[src/rtl/core/lbhc_pkg.sv]
// Shared constants, types and pair tables of the lane byte histogram correlator.
// Depends on nothing.
package lbhc_pkg;

    localparam int COUNT_BITS = 32;
    localparam int LANES      = 4;
    localparam int LANE_W     = 2;
    localparam int BINS       = 256;
    localparam int BIN_W      = 8;
    localparam int ADDR_W     = LANE_W + BIN_W;
    localparam int DEPTH      = LANES * BINS;
    localparam int TOTAL_W    = 34;
    localparam int SUM_W      = 64;
    localparam int NPAIRS     = 10;
    localparam int PAIR_W     = 4;

    localparam logic [COUNT_BITS-1:0] COUNT_MAX = '1;
    localparam logic [TOTAL_W-1:0]    TOTAL_MAX = '1;
    localparam logic [PAIR_W-1:0]     LAST_PAIR = PAIR_W'(NPAIRS - 1);

    typedef struct packed {
        logic clr;
        logic valid;
    } t_mac_ctl;

    function automatic logic [LANE_W-1:0] f_pair_a(input logic [PAIR_W-1:0] k);
        logic [LANE_W-1:0] r;
        case (k)
            4'd0, 4'd4, 4'd5, 4'd6: r = 2'd0;
            4'd1, 4'd7, 4'd8:       r = 2'd1;
            4'd2, 4'd9:             r = 2'd2;
            4'd3:                   r = 2'd3;
            default:                r = 2'd0;
        endcase
        return r;
    endfunction

    function automatic logic [LANE_W-1:0] f_pair_b(input logic [PAIR_W-1:0] k);
        logic [LANE_W-1:0] r;
        case (k)
            4'd0:                   r = 2'd0;
            4'd1, 4'd4:             r = 2'd1;
            4'd2, 4'd5, 4'd7:       r = 2'd2;
            4'd3, 4'd6, 4'd8, 4'd9: r = 2'd3;
            default:                r = 2'd0;
        endcase
        return r;
    endfunction

endpackage

[src/rtl/core/lbhc_mac.sv]
// Multiply-accumulate unit for the bin product sums, saturating at 64 bits.
// Depends on lbhc_pkg.
module lbhc_mac (
    input  logic                              i_clk,
    input  logic                              i_rst_n,
    input  lbhc_pkg::t_mac_ctl                i_ctl,
    input  logic [lbhc_pkg::COUNT_BITS-1:0]   i_cnt_a,
    input  logic [lbhc_pkg::COUNT_BITS-1:0]   i_cnt_b,
    output logic [lbhc_pkg::SUM_W-1:0]        o_sum,
    output logic                              o_busy
);
    import lbhc_pkg::*;

    logic [SUM_W-1:0] r_prod;
    logic             r_pv;
    logic [SUM_W-1:0] r_acc;
    logic [SUM_W:0]   n_add;

    // A 32 by 32 product always fits in 64 bits; only the sum can overflow.
    assign n_add = {1'b0, r_acc} + {1'b0, r_prod};

    always_ff @(posedge i_clk) begin
        if (!i_rst_n) begin
            r_pv  <= 1'b0;
            r_acc <= '0;
        end else begin
            r_pv <= i_ctl.valid;
            if (i_ctl.clr) begin
                r_acc <= '0;
            end else if (r_pv) begin
                r_acc <= n_add[SUM_W] ? '1 : n_add[SUM_W-1:0];
            end
        end
        r_prod <= SUM_W'(i_cnt_a) * SUM_W'(i_cnt_b);
    end

    assign o_sum  = r_acc;
    assign o_busy = r_pv;

endmodule

[config.mk]
export PLATFORM = sky130hd
export DESIGN_NAME = lbhc_mac
export DESIGN_NICKNAME = d
export VERILOG_FILES = /design/src/rtl/core/lbhc_pkg.sv /design/src/rtl/core/lbhc_mac.sv
export SDC_FILE = /design/constraint.sdc
export NUM_CORES = 2
export LEC_CHECK = 0
export ABC_AREA = 1
export BUFFER_PORTS_ARGS = -buffer_cell sky130_fd_sc_hd__buf_2
export CORE_MARGIN = 3
export CORE_UTILIZATION = 40
export DETAILED_ROUTE_END_ITERATION = 8
export PLACE_DENSITY_LB_ADDON = 0.25
export SLEW_MARGIN = 40
export SYNTH_ARGS = -nofsm -noshare
export SYNTH_HDL_FRONTEND = slang
export SYNTH_SLANG_ARGS = --single-unit
[constraint.sdc]
create_clock -name i_clk -period 19.7 [get_ports i_clk]
set_clock_uncertainty 0.1 [all_clocks]
set_input_delay 0.985 -clock i_clk [delete_from_list [all_inputs] [get_ports i_clk]]
set_output_delay 0.985 -clock i_clk [all_outputs]
set_load 0.005 [all_outputs]
After elaboration in Yosys (flattened, before gate mapping)
Index checks and enable logic that the tools add are counted.

storage, ports and cells
  output and inout port bits = 65
  input bits = 68
  logic and storage cells = 8
  register bits after elaboration = 129

cells by class
  add/subtract/negate cells = 1
  multiply operators = 1
  mux-type cells = 1
  reductions and logical operators = 1
  bitwise gates (word level) = 1

operators by type and width
  cell             count
  $add 64x64->65   1
  $mul 32x32->64   1
  $mux 64          1
  $reduce_or 2->1  1
  $not 1->1        1

Logic depth before layout (Yosys ltp)
  depth after elaboration = 2
  gate-level depth with buffers = 32

Worst setup path after synthesis
OpenSTA, ideal clock, no wires.

  kind = input -> register
  start = input i_cnt_b[11] (netlist bit)
  end = register r_prod[52]
  data required time = 19.487 ns
  buffers on the path = 1
  cell stages on the path = 29
  data arrival time = 6.778 ns
  setup slack = 12.709 ns
  cell sequence = clkbuf_1 > nand2_1 > fa_1 > inv_1 > fa_1 > inv_1 > fa_1 > inv_1 > fa_1 > inv_1 > fa_1 > inv_1 > fa_1 > fa_1 > inv_1 > fa_1 > inv_1 > ha_1 > nand2_1 > nor2_1 > inv_1 > nor2_1 > inv_1 > nor3_1 > inv_1 > nor3_1 > nand2_1 > nand4_1 > nand2_1

on the way
  longest elaborated chain between the ends = 1

RTL lines
  element               line            source
  from (decl)           lbhc_mac.sv:8   input logic [lbhc_pkg::COUNT_BITS-1:0] i_cnt_b,
  $mul 32x32->64        lbhc_mac.sv:34  r_prod <= SUM_W'(i_cnt_a) * SUM_W'(i_cnt_b);
  to (signal assigned)  lbhc_mac.sv:34
  to (decl)             lbhc_mac.sv:14  logic [SUM_W-1:0] r_prod;

No other way between the ends.
A chain may end at the register's enable or synchronous reset.

Final worst setup path
  start = input i_cnt_b[17] (netlist bit)
  end = register r_prod[29]

The elaborated chain is that of the path after synthesis.

==> results.py <==
metrics = {
    "clocking": {
        "cts_buffers": 17,
        "cts_tree": "built",
        "path_clk_slew_ns": 0.06,
        "clock_path_buffers": 2,
        "cts_num_sinks": 129,
        "cts_hold_buffers": 0,
        "cts_root_buf": "clkbuf_16",
        "ctsResizeCount": 0,
        "cts_setup_buffers": 0,
        "cts_max_level": 4,
        "clk_latency_ns": 0.45,
    },
    "yosys": {
        "ys_ff_latch": 129,
        "async_flop_share_pct": 0,
        "synth_warnings": 0,
        "ys_dominant_reg_cell": "dfxtp_1",
        "synthCells": 6346,
        "syn_nets": 7638,
        "yosysUniqueCellTypes": 41,
        "yosysSeqAreaShare_pct": 5.77,
        "synth_area_um2": 44700,
        "post_synth.cell_area_avg_um2": 7.05,
        "synth-edff-count": 0,
    },
    "detailed_routing": {
        "vias": 37800,
        "firstDrtPassIters": 6,
        "drt_iter0_drc": 2817,
        "viasPerCell": 4.84,
        "drc": 0,
        "ant_nets": 0,
        "wl_um": 147000,
        "routedWlPerCell_um": 18.8,
    },
    "timing": {
        "tns_ns": 0,
        "max_freq_ghz": 0.119,
        "finalSetupViolCount": 0,
        "period_needed_ns": 8.40,
        "final_max_slew_viol_count": 0,
        "worst_pin_slew_ns": 0.901,
        "relSlewSlack_pct": 39.9,
        "fin_crit_sh_pct": 42.6,
        "setup_slack_ns": 11.30,
        "grt_setup_unrepaired": "no",
        "hold_viol_final": 0,
    },
    "critical_path": {
        "cp_data_arrival_time_ns": 8.58,
        "critPathLaunchType": "primary input",
        "r2r_setup_slack_ns": 16.32,
        "crit_path_end_kind": "flop",
        "crit_path_max_fanout": 32,
        "critPathKind": "primary input to flop",
        "critPathRequiredTime_ns": 19.89,
    },
    "grt": {
        "grt_max_degree": 103,
        "grt.total_usage_pct": 25.7,
        "first_global_vias": 39000,
        "met2_usage_pct": 43.5,
        "use_met3_pct": 2.04,
        "use_met1_pct": 35.6,
        "antenna_found_initial": 1,
        "grt_overflow_total": 0,
        "busiest_layer": "met2",
        "grt_pass1_wl_um": 230000,
    },
    "run": {
        "drv_cap": 0,
    },
    "place": {
        "hpwlAfterDp_um": 122000,
        "portBuffers": 132,
        "place_ws_ns": 10.97,
        "place.gp.congestion": 0.974,
        "placed_cells": 7778,
    },
    "cells_and_area": {
        "nFillCells": 11700,
        "num-nets-final": 7602,
        "fin_cells": 7811,
        "area_delta_synth_final_pct": 5.73,
        "antennaDiodeCount": 0,
        "final_common_cell": "inv_1",
        "final_cell_mix": "1,930 x inv_1, 1,876 x nand2_1, 897 x fa_1, 335 x nor2_1, 327 x ha_1",
        "drive_gt1_share_pct": 4.21,
    },
    "worst_hold_path": {
        "hp-class": "flop to flop",
    },
    "die": {
        "ios": 133,
        "die_w_um": 340,
        "core_area_um2": 111000,
        "fp.dieH_um": 340,
        "start_util_pct": 40.4,
        "std_cell_rows": 122,
        "die_area_um2": 116000,
    },
    "status": {
        "status": "complete, no violations",
    },
}
[through the flow]
| step | hold WS (ns) | util, % | instance area (µm²) |
|---|---|---|---|
| final | 0.454 | 42.7 | 47300 |
| after global routing | 0.493 | 42.7 | 47300 |
| after CTS | 0.458 | 42.6 | 47300 |
| after detailed placement | 0.441 | 42.1 | 46600 |
| after global placement | 0.434 | 42.1 | 46600 |
| after floorplan | 0.415 | - | 44700 |
[synthesized netlist by cell type (7+ instances only)]
| library cell | count | area (µm²) |
|---|---|---|
| xor2_1 | 58 | 508 |
| nand2_1 | 1876 | 7040 |
| nor2_1 | 336 | 1260 |
| a21o_1 | 11 | 82.6 |
| o21ai_0 | 118 | 591 |
| inv_2 | 21 | 78.8 |
| xnor2_1 | 19 | 166 |
| o21bai_1 | 12 | 90.1 |
| inv_1 | 1930 | 7240 |
| nand2_2 | 20 | 125 |
| fa_1 | 897 | 18000 |
| nand4_1 | 27 | 169 |
| a31oi_1 | 12 | 75.1 |
| nor4_1 | 7 | 43.8 |
| dfxtp_1 | 129 | 2580 |
| clkbuf_1 | 206 | 773 |
| nor2_2 | 16 | 100 |
| a21oi_1 | 130 | 651 |
| nor3_1 | 20 | 100 |
| nand3_1 | 127 | 636 |
| ha_1 | 327 | 4090 |
[final timing paths]
| check | startpoint | end | depth (start not counted) |
|---|---|---|---|
| setup / recovery | i_cnt_b[17] | r_prod[29] | 19 |
| hold / removal | o_sum[27] | o_sum[27] | 2 |
| setup reg to reg | r_prod[34] | o_sum[42] | 16 |
| hold reg to reg | o_sum[27] | o_sum[27] | 2 |
[final cells by class]
class | count | area, µm² | share of cell area (%)
Tap cell | 1488 | 1860 | 3.94
Inverter | 1953 | 7330 | 15.5
Timing Repair Buffer | 160 | 917 | 1.94
Sequential cell | 129 | 2580 | 5.46
Clock buffer | 20 | 467 | 0.987
Clock inverter | 12 | 156 | 0.331
Multi-Input combinational cell | 4049 | 34000 | 71.8
[flip-flops by register name, summed over array words and instances, names as in the netlist]
name / cells
o_sum: 64
r_prod: 64
o_busy: 1
[cell families (layout without fill, tap and decap cells)]
family,count (synthesis),in the layout,synth area share [%]
AO/OA/AOI/OAI,297,297,3.56
buffers and inverters,2168,2145,18.3
flip-flops,129,129,5.77
AND/OR/NAND/NOR,2451,2451,21.6
adder cells (fa/ha/maj),1224,1224,49.3
XOR/XNOR,77,77,1.51
[worst max-delay path: stages]
cell and delay [ns]:
buf_2 0.68, nand2_1 0.18, fa_1 0.54, fa_1 0.54
inv_1 0.07, fa_1 0.49, fa_1 0.54, fa_1 0.61
fa_1 0.46, fa_1 0.50, inv_1 0.05, fa_1 0.47
inv_1 0.04, ha_1 0.36, a21oi_1 0.25, o21ai_0 0.25
a21oi_1 0.55, nand3_1 0.45, xor2_1 0.54
[layer usage]
layer,part of all wire [%],vias up
met5,0,-
met1,44,18800
met3,5.5,187
met2,48,1134
li1,-,17800
met4,2.8,0
Power is left out: the tool's default activity adds up to more than one toggle a clock period on the data nets, which glitch-free logic cannot reach.
